File: src/hw/rtl/sha256_stream_hasher_defines.svh
// ---------------------------------------------------------------------------
// SHA-256 stream hasher: assertion macros
// Concurrent check macros used by the hasher controller.
// ---------------------------------------------------------------------------
`ifndef SHA256_STREAM_HASHER_DEFINES_SVH
`define SHA256_STREAM_HASHER_DEFINES_SVH

`ifndef NO_ASSERTIONS

`define SHS_ASSERT_IMP(lbl, clk, rst, ante, cons, msg) \
  lbl: assert property (@(posedge clk) disable iff (rst) (ante) |-> (cons)) else $error(msg);

`define SHS_ASSERT_NEXT(lbl, clk, rst, ante, cons, msg) \
  lbl: assert property (@(posedge clk) disable iff (rst) (ante) |=> (cons)) else $error(msg);

`else

`define SHS_ASSERT_IMP(lbl, clk, rst, ante, cons, msg)

`define SHS_ASSERT_NEXT(lbl, clk, rst, ante, cons, msg)

`endif

`endif

File: src/hw/rtl/shs_pkg.sv
`timescale 1ns / 1ps
`default_nettype none
// ---------------------------------------------------------------------------
// SHA-256 stream hasher package
// Shared codes, controller/datapath interface types and SHA-256 functions.
// ---------------------------------------------------------------------------
package shs_pkg;

  localparam logic [1:0] ACT_ABSORB        = 2'd0;
  localparam logic [1:0] ACT_ABSORB_FINISH = 2'd1;
  localparam logic [1:0] ACT_FINISH        = 2'd2;

  localparam logic [7:0] PAD_MARK   = 8'h80;
  localparam logic [5:0] FILL_LAST  = 6'd63;
  localparam logic [5:0] ROUND_LAST = 6'd63;
  localparam logic [1:0] WORD_LAST  = 2'd3;

  typedef enum logic [1:0] {
    BSEL_DATA,
    BSEL_MARK,
    BSEL_ZERO,
    BSEL_LEN
  } byte_sel_t;

  typedef struct packed {
    logic       shift_en;
    byte_sel_t  byte_sel;
    logic       count_en;
    logic       vars_load;
    logic       round_en;
    logic [5:0] round_idx;
    logic       hash_add;
    logic       msg_init;
    logic       out_load;
    logic [1:0] out_index;
  } ctrl_cmd_t;

  typedef struct packed {
    logic [5:0] fill;
    logic       out_free;
  } dp_sts_t;

  function automatic logic [31:0] init_hash(input logic [2:0] j);
    logic [31:0] v;
    unique case (j)
      3'd0: v = 32'h6a09e667;
      3'd1: v = 32'hbb67ae85;
      3'd2: v = 32'h3c6ef372;
      3'd3: v = 32'ha54ff53a;
      3'd4: v = 32'h510e527f;
      3'd5: v = 32'h9b05688c;
      3'd6: v = 32'h1f83d9ab;
      default: v = 32'h5be0cd19;
    endcase
    return v;
  endfunction

  function automatic logic [31:0] round_k(input logic [5:0] i);
    logic [31:0] k;
    unique case (i)
      6'd0:  k = 32'h428a2f98;  6'd1:  k = 32'h71374491;
      6'd2:  k = 32'hb5c0fbcf;  6'd3:  k = 32'he9b5dba5;
      6'd4:  k = 32'h3956c25b;  6'd5:  k = 32'h59f111f1;
      6'd6:  k = 32'h923f82a4;  6'd7:  k = 32'hab1c5ed5;
      6'd8:  k = 32'hd807aa98;  6'd9:  k = 32'h12835b01;
      6'd10: k = 32'h243185be;  6'd11: k = 32'h550c7dc3;
      6'd12: k = 32'h72be5d74;  6'd13: k = 32'h80deb1fe;
      6'd14: k = 32'h9bdc06a7;  6'd15: k = 32'hc19bf174;
      6'd16: k = 32'he49b69c1;  6'd17: k = 32'hefbe4786;
      6'd18: k = 32'h0fc19dc6;  6'd19: k = 32'h240ca1cc;
      6'd20: k = 32'h2de92c6f;  6'd21: k = 32'h4a7484aa;
      6'd22: k = 32'h5cb0a9dc;  6'd23: k = 32'h76f988da;
      6'd24: k = 32'h983e5152;  6'd25: k = 32'ha831c66d;
      6'd26: k = 32'hb00327c8;  6'd27: k = 32'hbf597fc7;
      6'd28: k = 32'hc6e00bf3;  6'd29: k = 32'hd5a79147;
      6'd30: k = 32'h06ca6351;  6'd31: k = 32'h14292967;
      6'd32: k = 32'h27b70a85;  6'd33: k = 32'h2e1b2138;
      6'd34: k = 32'h4d2c6dfc;  6'd35: k = 32'h53380d13;
      6'd36: k = 32'h650a7354;  6'd37: k = 32'h766a0abb;
      6'd38: k = 32'h81c2c92e;  6'd39: k = 32'h92722c85;
      6'd40: k = 32'ha2bfe8a1;  6'd41: k = 32'ha81a664b;
      6'd42: k = 32'hc24b8b70;  6'd43: k = 32'hc76c51a3;
      6'd44: k = 32'hd192e819;  6'd45: k = 32'hd6990624;
      6'd46: k = 32'hf40e3585;  6'd47: k = 32'h106aa070;
      6'd48: k = 32'h19a4c116;  6'd49: k = 32'h1e376c08;
      6'd50: k = 32'h2748774c;  6'd51: k = 32'h34b0bcb5;
      6'd52: k = 32'h391c0cb3;  6'd53: k = 32'h4ed8aa4a;
      6'd54: k = 32'h5b9cca4f;  6'd55: k = 32'h682e6ff3;
      6'd56: k = 32'h748f82ee;  6'd57: k = 32'h78a5636f;
      6'd58: k = 32'h84c87814;  6'd59: k = 32'h8cc70208;
      6'd60: k = 32'h90befffa;  6'd61: k = 32'ha4506ceb;
      6'd62: k = 32'hbef9a3f7;  default: k = 32'hc67178f2;
    endcase
    return k;
  endfunction

  function automatic logic [31:0] big_sig0(input logic [31:0] x);
    return {x[1:0], x[31:2]} ^ {x[12:0], x[31:13]} ^ {x[21:0], x[31:22]};
  endfunction

  function automatic logic [31:0] big_sig1(input logic [31:0] x);
    return {x[5:0], x[31:6]} ^ {x[10:0], x[31:11]} ^ {x[24:0], x[31:25]};
  endfunction

  function automatic logic [31:0] small_sig0(input logic [31:0] x);
    return {x[6:0], x[31:7]} ^ {x[17:0], x[31:18]} ^ {3'b000, x[31:3]};
  endfunction

  function automatic logic [31:0] small_sig1(input logic [31:0] x);
    return {x[16:0], x[31:17]} ^ {x[18:0], x[31:19]} ^ {10'b0, x[31:10]};
  endfunction

endpackage
`default_nettype wire

File: src/hw/rtl/sha256_stream_hasher.sv
`timescale 1ns / 1ps
`default_nettype none
// Absorb: one byte per cycle when not stalled; the byte that fills a 64-byte block stalls input
// while it is compressed: 64 rounds in one round unit, then the add into the chaining state.
// Finish: padding bytes, one or two compressions, then four digest words, one per cycle when
// the output is not stalled.
// Reset (synchronous, active high) loads the initial hash values, clears the byte count
// and empties the output register; buffer, schedule and round registers are not cleared.
// ---------------------------------------------------------------------------
// SHA-256 stream hasher
// Byte-serial SHA-256 with padding and a four-word digest output.
// ---------------------------------------------------------------------------
module sha256_stream_hasher import shs_pkg::*; (
  input  wire logic        clk,
  input  wire logic        rst,
  input  wire logic        msg_valid,
  output logic             msg_stall,
  input  wire logic [1:0]  action,
  input  wire logic [7:0]  data_byte,
  output logic             dig_valid,
  input  wire logic        dig_stall,
  output logic [63:0]      digest_word,
  output logic [1:0]       word_index,
  output logic             last_word
);

  ctrl_cmd_t cmd;
  dp_sts_t   sts;

  shs_ctrl u_ctrl (
    .clk       (clk),
    .rst       (rst),
    .msg_valid (msg_valid),
    .msg_stall (msg_stall),
    .action    (action),
    .sts       (sts),
    .cmd       (cmd)
  );

  shs_datapath u_datapath (
    .clk         (clk),
    .rst         (rst),
    .cmd         (cmd),
    .sts         (sts),
    .data_byte   (data_byte),
    .dig_valid   (dig_valid),
    .dig_stall   (dig_stall),
    .digest_word (digest_word),
    .word_index  (word_index),
    .last_word   (last_word)
  );

endmodule
`default_nettype wire

File: src/hw/rtl/shs_datapath.sv
`timescale 1ns / 1ps
`default_nettype none
// ---------------------------------------------------------------------------
// SHA-256 stream hasher datapath
// Byte buffer / schedule window, round unit, chaining state, byte count and
// the digest output register.
// ---------------------------------------------------------------------------
module shs_datapath import shs_pkg::*; (
  input  wire logic        clk,
  input  wire logic        rst,
  input  wire ctrl_cmd_t   cmd,
  output dp_sts_t          sts,
  input  wire logic [7:0]  data_byte,
  output logic             dig_valid,
  input  wire logic        dig_stall,
  output logic [63:0]      digest_word,
  output logic [1:0]       word_index,
  output logic             last_word
);

  logic [511:0] window;
  logic [5:0]   fill;
  logic [63:0]  byte_count;
  logic [31:0]  hash_state [8];
  logic [31:0]  round_var [8];

  logic [63:0]  bit_len;
  logic [63:0]  len_shift;
  logic [7:0]   shift_byte;
  logic [31:0]  w0, w1, w9, w14, w_new;
  logic [31:0]  t1, t2;

  assign bit_len   = {byte_count[60:0], 3'b000};
  assign len_shift = bit_len << {fill[2:0], 3'b000};

  always_comb begin
    unique case (cmd.byte_sel)
      BSEL_DATA: shift_byte = data_byte;
      BSEL_MARK: shift_byte = PAD_MARK;
      BSEL_ZERO: shift_byte = 8'h00;
      BSEL_LEN:  shift_byte = len_shift[63:56];
      default:   shift_byte = 8'h00;
    endcase
  end

  assign w0    = window[511:480];
  assign w1    = window[479:448];
  assign w9    = window[223:192];
  assign w14   = window[63:32];
  assign w_new = small_sig1(w14) + w9 + small_sig0(w1) + w0;

  assign t1 = round_var[7] + big_sig1(round_var[4])
            + ((round_var[4] & round_var[5]) ^ (~round_var[4] & round_var[6]))
            + round_k(cmd.round_idx) + w0;
  assign t2 = big_sig0(round_var[0])
            + ((round_var[0] & round_var[1]) ^ (round_var[0] & round_var[2])
               ^ (round_var[1] & round_var[2]));

  assign sts.fill     = fill;
  assign sts.out_free = !dig_valid || !dig_stall;

  always_ff @(posedge clk) begin
    if (cmd.shift_en) begin
      window <= {window[503:0], shift_byte};
    end else if (cmd.round_en) begin
      window <= {window[479:0], w_new};
    end
  end

  always_ff @(posedge clk) begin
    if (cmd.vars_load) begin
      for (int j = 0; j < 8; j++) begin
        round_var[j] <= hash_state[j];
      end
    end else if (cmd.round_en) begin
      round_var[0] <= t1 + t2;
      round_var[1] <= round_var[0];
      round_var[2] <= round_var[1];
      round_var[3] <= round_var[2];
      round_var[4] <= round_var[3] + t1;
      round_var[5] <= round_var[4];
      round_var[6] <= round_var[5];
      round_var[7] <= round_var[6];
    end
  end

  always_ff @(posedge clk) begin
    if (rst || cmd.msg_init) begin
      for (int j = 0; j < 8; j++) begin
        hash_state[j] <= init_hash(3'(j));
      end
      byte_count <= '0;
      fill       <= '0;
    end else begin
      if (cmd.hash_add) begin
        for (int j = 0; j < 8; j++) begin
          hash_state[j] <= hash_state[j] + round_var[j];
        end
      end else if (cmd.out_load) begin
        for (int j = 0; j < 6; j++) begin
          hash_state[j] <= hash_state[j + 2];
        end
      end
      if (cmd.count_en) begin
        byte_count <= byte_count + 64'd1;
      end
      if (cmd.shift_en) begin
        fill <= fill + 6'd1;
      end
    end
  end

  always_ff @(posedge clk) begin
    if (rst) begin
      dig_valid <= 1'b0;
    end else if (cmd.out_load) begin
      dig_valid <= 1'b1;
    end else if (!dig_stall) begin
      dig_valid <= 1'b0;
    end
  end

  always_ff @(posedge clk) begin
    if (cmd.out_load) begin
      digest_word <= {hash_state[0], hash_state[1]};
      word_index  <= cmd.out_index;
      last_word   <= (cmd.out_index == WORD_LAST);
    end
  end

endmodule
`default_nettype wire

File: src/hw/rtl/shs_ctrl.sv
`timescale 1ns / 1ps
`default_nettype none
// ---------------------------------------------------------------------------
// SHA-256 stream hasher controller
// Sequences byte intake, padding, the 64 compression rounds and digest output.
// ---------------------------------------------------------------------------
`include "sha256_stream_hasher_defines.svh"

module shs_ctrl import shs_pkg::*; (
  input  wire logic       clk,
  input  wire logic       rst,
  input  wire logic       msg_valid,
  output logic            msg_stall,
  input  wire logic [1:0] action,
  input  wire dp_sts_t    sts,
  output ctrl_cmd_t       cmd
);

  typedef enum logic [2:0] {
    S_IDLE,
    S_ROUND,
    S_UPDATE,
    S_PAD,
    S_OUT
  } state_t;

  state_t     state, state_next;
  logic [5:0] rnd, rnd_next;
  logic [1:0] wcnt, wcnt_next;
  logic       fin, fin_next;
  logic       marker_done, marker_done_next;
  logic       extra_blk, extra_blk_next;
  logic       last_blk, last_blk_next;
  logic       len_zone;

  assign msg_stall = (state != S_IDLE);
  assign len_zone  = (sts.fill[5:3] == 3'b111);

  always_comb begin
    cmd              = '0;
    state_next       = state;
    rnd_next         = rnd;
    wcnt_next        = wcnt;
    fin_next         = fin;
    marker_done_next = marker_done;
    extra_blk_next   = extra_blk;
    last_blk_next    = last_blk;
    unique case (state)
      S_IDLE: begin
        if (msg_valid) begin
          fin_next         = (action == ACT_ABSORB_FINISH) || (action == ACT_FINISH);
          marker_done_next = 1'b0;
          extra_blk_next   = 1'b0;
          last_blk_next    = 1'b0;
          if ((action == ACT_ABSORB) || (action == ACT_ABSORB_FINISH)) begin
            cmd.shift_en = 1'b1;
            cmd.byte_sel = BSEL_DATA;
            cmd.count_en = 1'b1;
            if (sts.fill == FILL_LAST) begin
              cmd.vars_load = 1'b1;
              rnd_next      = '0;
              state_next    = S_ROUND;
            end else if (action == ACT_ABSORB_FINISH) begin
              state_next = S_PAD;
            end
          end else if (action == ACT_FINISH) begin
            state_next = S_PAD;
          end
        end
      end
      S_ROUND: begin
        cmd.round_en  = 1'b1;
        cmd.round_idx = rnd;
        rnd_next      = rnd + 6'd1;
        if (rnd == ROUND_LAST) begin
          state_next = S_UPDATE;
        end
      end
      S_UPDATE: begin
        cmd.hash_add = 1'b1;
        if (last_blk) begin
          wcnt_next  = '0;
          state_next = S_OUT;
        end else if (fin) begin
          state_next = S_PAD;
        end else begin
          state_next = S_IDLE;
        end
      end
      S_PAD: begin
        cmd.shift_en     = 1'b1;
        marker_done_next = 1'b1;
        if (!marker_done) begin
          cmd.byte_sel = BSEL_MARK;
          if (len_zone) begin
            extra_blk_next = 1'b1;
          end
        end else if (len_zone && !extra_blk) begin
          cmd.byte_sel = BSEL_LEN;
        end else begin
          cmd.byte_sel = BSEL_ZERO;
        end
        if (sts.fill == FILL_LAST) begin
          cmd.vars_load  = 1'b1;
          rnd_next       = '0;
          extra_blk_next = 1'b0;
          last_blk_next  = (cmd.byte_sel == BSEL_LEN);
          state_next     = S_ROUND;
        end
      end
      S_OUT: begin
        if (sts.out_free) begin
          cmd.out_load  = 1'b1;
          cmd.out_index = wcnt;
          wcnt_next     = wcnt + 2'd1;
          if (wcnt == WORD_LAST) begin
            cmd.msg_init = 1'b1;
            fin_next     = 1'b0;
            state_next   = S_IDLE;
          end
        end
      end
      default: begin
        state_next = S_IDLE;
      end
    endcase
  end

  always_ff @(posedge clk) begin
    if (rst) begin
      state       <= S_IDLE;
      rnd         <= '0;
      wcnt        <= '0;
      fin         <= 1'b0;
      marker_done <= 1'b0;
      extra_blk   <= 1'b0;
      last_blk    <= 1'b0;
    end else begin
      state       <= state_next;
      rnd         <= rnd_next;
      wcnt        <= wcnt_next;
      fin         <= fin_next;
      marker_done <= marker_done_next;
      extra_blk   <= extra_blk_next;
      last_blk    <= last_blk_next;
    end
  end

  `SHS_ASSERT_NEXT(a_round_start, clk, rst, cmd.vars_load, (state == S_ROUND) && (rnd == '0), "compression did not start at round zero")
  `SHS_ASSERT_IMP(a_update_after_rounds, clk, rst, state == S_UPDATE, ($past(state) == S_ROUND) && ($past(rnd) == ROUND_LAST), "state update without a full round pass")
  `SHS_ASSERT_IMP(a_compress_on_full, clk, rst, cmd.vars_load, sts.fill == FILL_LAST, "compression started on a partial block")
  `SHS_ASSERT_IMP(a_out_on_free, clk, rst, cmd.out_load, sts.out_free, "digest word loaded over a pending transaction")

endmodule
`default_nettype wire
File: config.mk
export PLATFORM = sky130hd
export DESIGN_NAME = sha256_stream_hasher
export DESIGN_NICKNAME = d
export VERILOG_FILES = /design/src/hw/rtl/shs_pkg.sv /design/src/hw/rtl/sha256_stream_hasher.sv /design/src/hw/rtl/shs_datapath.sv /design/src/hw/rtl/shs_ctrl.sv
export VERILOG_INCLUDE_DIRS = /design/src /design/src/hw/rtl
export SDC_FILE = /design/constraint.sdc
export NUM_CORES = 2
export LEC_CHECK = 0
export ABC_CLOCK_PERIOD_IN_PS = 12270
export BUFFER_PORTS_ARGS = -buffer_cell sky130_fd_sc_hd__buf_2
export CORE_MARGIN = 2
export CORE_UTILIZATION = 23
export CTS_CLUSTER_SIZE = 10
export DETAILED_ROUTE_END_ITERATION = 10
export GPL_ROUTABILITY_DRIVEN = 0
export PLACE_DENSITY = 0.43
export SLEW_MARGIN = 20
export SYNTH_ARGS = -nofsm -noshare
export SYNTH_HDL_FRONTEND = slang
export SYNTH_HIERARCHICAL = 1
export SYNTH_SLANG_ARGS = --single-unit
export TNS_END_PERCENT = 20
File: constraint.sdc
create_clock -name clk -period 12.27 [get_ports clk]
set_clock_uncertainty 0.2 [all_clocks]
set_input_delay 2.454 -clock clk [delete_from_list [all_inputs] [get_ports clk]]
set_output_delay 2.454 -clock clk [all_outputs]
set_load 0.02 [all_outputs]
==> metrics <==
outcome finished clean; pin count of the biggest net entering global routing 172; largest buffer count on any clock path 4; buffers inserted by post-CTS timing repair 0; number of max-slew violations in the final report 0; delay-heaviest family, CP compound AO/OA/AOI/OAI gates; total number of vias 55700; worst endpoint required time 12.70 ns; vias in the first global route 55700; number of buffers inserted by port buffering 82; Worst Path Class, Setup register to register; aggregate negative setup slack 0 ns; WHS Path Cells 0; depth of the worst register-to-register path 39; Die X-Extent 581 um; slew at the pin closest to its max-slew limit 1.05 ns; CP Data Arrival Time 11.51 ns; buffer cell driving the clock tree root sky130_fd_sc_hd__clkbuf_16; clock-pin slew reported for the worst setup and hold paths after clock tree synthesis 0.06 ns; antenna-violating nets left 0; clock tree from TritonCTS built; synthesized net count 7815; worst slew margin relative to its limit 30.2%; most frequent cells in the layout 1027 x sky130_fd_sc_hd__edfxtp_1, 851 x sky130_fd_sc_hd__nand2_1, 570 x sky130_fd_sc_hd__mux2_2; CP Depth 39; time the worst path needs with I/O delays and setup 11.09 ns; most frequent standard cell in the layout excluding fill and tap cells sky130_fd_sc_hd__edfxtp_1; initial antenna violation count 6; number of primary I/O pins 83; worst setup slack for register-to-register paths 1.18 ns; Crit Reg-Reg Endpoint u_datapath/round_var[0][28]; number of synthesized flops with an enable pin 1027; remaining global-route overflow 0; startpoint of the worst hold path u_datapath/hash_state[0][15]; number of failing setup endpoints in the final timing report 0; post-synthesis sequential area ratio 44.1%; warnings from Yosys 6; Max Fanout on Critical Path 23; Hold-fix buffers, CTS 0; startpoint types register; full die area around 340000 um2; crit path max-delay cell type sky130_fd_sc_hd__ha_1; Mean Syn Cell Area 10.6 um2; crit share post-route 90.4%; routed length per placed instance 21.5 um; number of remaining DRC errors 0; slowest cell delay on critical path 0.61 ns; Hold Path End u_datapath/digest_word[47]; category of the worst setup path capture point register; Buf+Inv Stages, Crit Path 8; setup repair after global routing missed its margin false; router iterations before antenna repair 7; layout overhead on the synthesized area 12.9%; summed instance area of the synthesized netlist 76700 um2; number of synthesized register bits about 1200; Starting Density 23.2%; Inserted Clock Buffers between 150 and 200; initial detailed-routing violation count 4673; vertical die dimension 581 um; worst hold path class register to register; startpoint of the most critical register-to-register path u_ctrl/state[0]; maximum achievable frequency 0.0902 GHz; post-DR vias/cell 4.78; wire length of the first global-routing pass ~370000 um; source-to-sink clock delay at the later pin of the worst-skew pair 0.83 ns; placed wire-length estimate after detailed placement 184000 um; post-synthesis cell count 7212; clk sinks 1174; max-cap violation count 0; number of H-tree branching levels 4; total global routing track utilization 14.3%; number of gates given a new drive strength after cts 0; Final Hold Violating Endpoints 0; distinct cell type count of the synthesized netlist between 100 and 150; Final Net Count between 7000 and 8000; share of post-route cells with drive strength above 1 ~14%; primary flip-flop cell chosen by synthesis mapping sky130_fd_sc_hd__edfxtp_1; area of the placeable core 331000 um2; post-synthesis async set-or-reset flop share 0%; wire length reported by the detailed router 250000 um; number of placement rows 211
## cells by family (layout without fill, tap and decap cells)
kind of cell	after synthesis	after routing	share of synthesized area [%]
AOI/OAI and AO/OA	1641	1641	13.4
xor gates and xnor gates	615	615	7.03
adders and majority gates	593	593	11.6
buffers and inverters	681	750	3.36
DFF	1174	1174	44.1
muxes	646	646	9.63
other	0	5	0
and+or+nand+nor	1862	1862	10.9
## routing by layer
| metal | share of wire [%] | GRT usage (%) | vias to the layer above |
|---|---|---|---|
| met3 | 4.9 | 1.72 | 369 |
| met2 | 44 | 22.5 | 1630 |
| li1 | - | - | 26100 |
| met5 | 0 | 0 | - |
| met1 | 48 | 20.5 | 27700 |
| met4 | 2.8 | 3.94 | 0 |
## sequential cells by signal, indices dropped and copies added, names as in the netlist
name	flops
u_ctrl/fin	1
u_datapath/fill	6
u_ctrl/last_blk	1
u_datapath/dig_valid	1
u_datapath/round_var	256
u_datapath/last_word	1
u_ctrl/wcnt	2
u_ctrl/state	3
u_datapath/word_index	2
u_ctrl/extra_blk	1
u_datapath/hash_state	256
u_datapath/byte_count	61
u_datapath/window	512
u_ctrl/marker_done	1
u_datapath/digest_word	64
u_ctrl/rnd	6
## synthesized netlist by cell type, types with 60 or more instances
library cell,instances,area share (%)
sky130_fd_sc_hd__a21o_1,201,2.0
sky130_fd_sc_hd__nor2b_1,67,0.55
sky130_fd_sc_hd__dfxtp_1,147,3.8
sky130_fd_sc_hd__a21oi_1,472,3.1
sky130_fd_sc_hd__edfxtp_1,1027,40
sky130_fd_sc_hd__ha_1,394,6.4
sky130_fd_sc_hd__nor3_1,106,0.69
sky130_fd_sc_hd__nor2_1,401,2.0
sky130_fd_sc_hd__xnor2_1,379,4.3
sky130_fd_sc_hd__mux2i_1,60,0.78
sky130_fd_sc_hd__o21ai_0,450,2.9
sky130_fd_sc_hd__nand2b_1,77,0.63
sky130_fd_sc_hd__nand3_1,103,0.67
sky130_fd_sc_hd__inv_1,341,1.7
sky130_fd_sc_hd__clkbuf_1,300,1.5
sky130_fd_sc_hd__a211oi_1,62,0.61
sky130_fd_sc_hd__mux2_2,570,8.4
sky130_fd_sc_hd__xor2_1,236,2.7
sky130_fd_sc_hd__fa_1,195,5.1
sky130_fd_sc_hd__nand2_1,853,4.2
## area by class of cell
type,instances,area [um2]
diodes,5,12.5
clock buffers,205,4210
clock inverters,42,393
fillers,35000,244000
inverters,343,1290
multi-input cells,5357,40400
flip-flops and latches,1174,33800
well taps,4366,5460
repair buffers,160,1050
## stage by stage
stage	setup WS [ns]	cells	instance area, um2	hold slack (ns)	util [%]
global route	0.742	11600	86600	0.327	26.2
floorplan	0.917	7212	76700	0.256	-
detailed placement	1.51	11400	82000	0.292	24.8
CTS	1.46	11600	86600	0.311	26.2
finish	1.18	11700	86600	0.309	26.2
global placement	1.51	11400	82000	0.278	24.8
## worst reg2reg max path, delay by kind of cell (launching register included)
family | cells | cell delay [ns]
flops | 1 | 0.31
buf+inv | 8 | 1.52
compound gates | 17 | 3.92
xor+xnor | 1 | 0.58
fa+ha+maj | 7 | 3.00
simple gates | 6 | 1.39
## how the worst max path moves through the flow
stage               startpoint                          end  slack (ns)
2_1_floorplan        dig_stall  u_datapath/hash_state[0][0]        0.92
3_3_place_gp   u_ctrl/state[0]  u_datapath/round_var[0][31]        1.51
3_5_place_dp   u_ctrl/state[0]  u_datapath/round_var[0][28]        1.51
4_1_cts        u_ctrl/state[0]  u_datapath/round_var[0][28]        1.46
5_1_grt        u_ctrl/state[0]  u_datapath/round_var[0][28]        0.74
6_report       u_ctrl/state[0]  u_datapath/round_var[0][28]        1.18
Power is not shown: default switching activity piles up to over one toggle a cycle in this logic, so the estimate is an artifact.
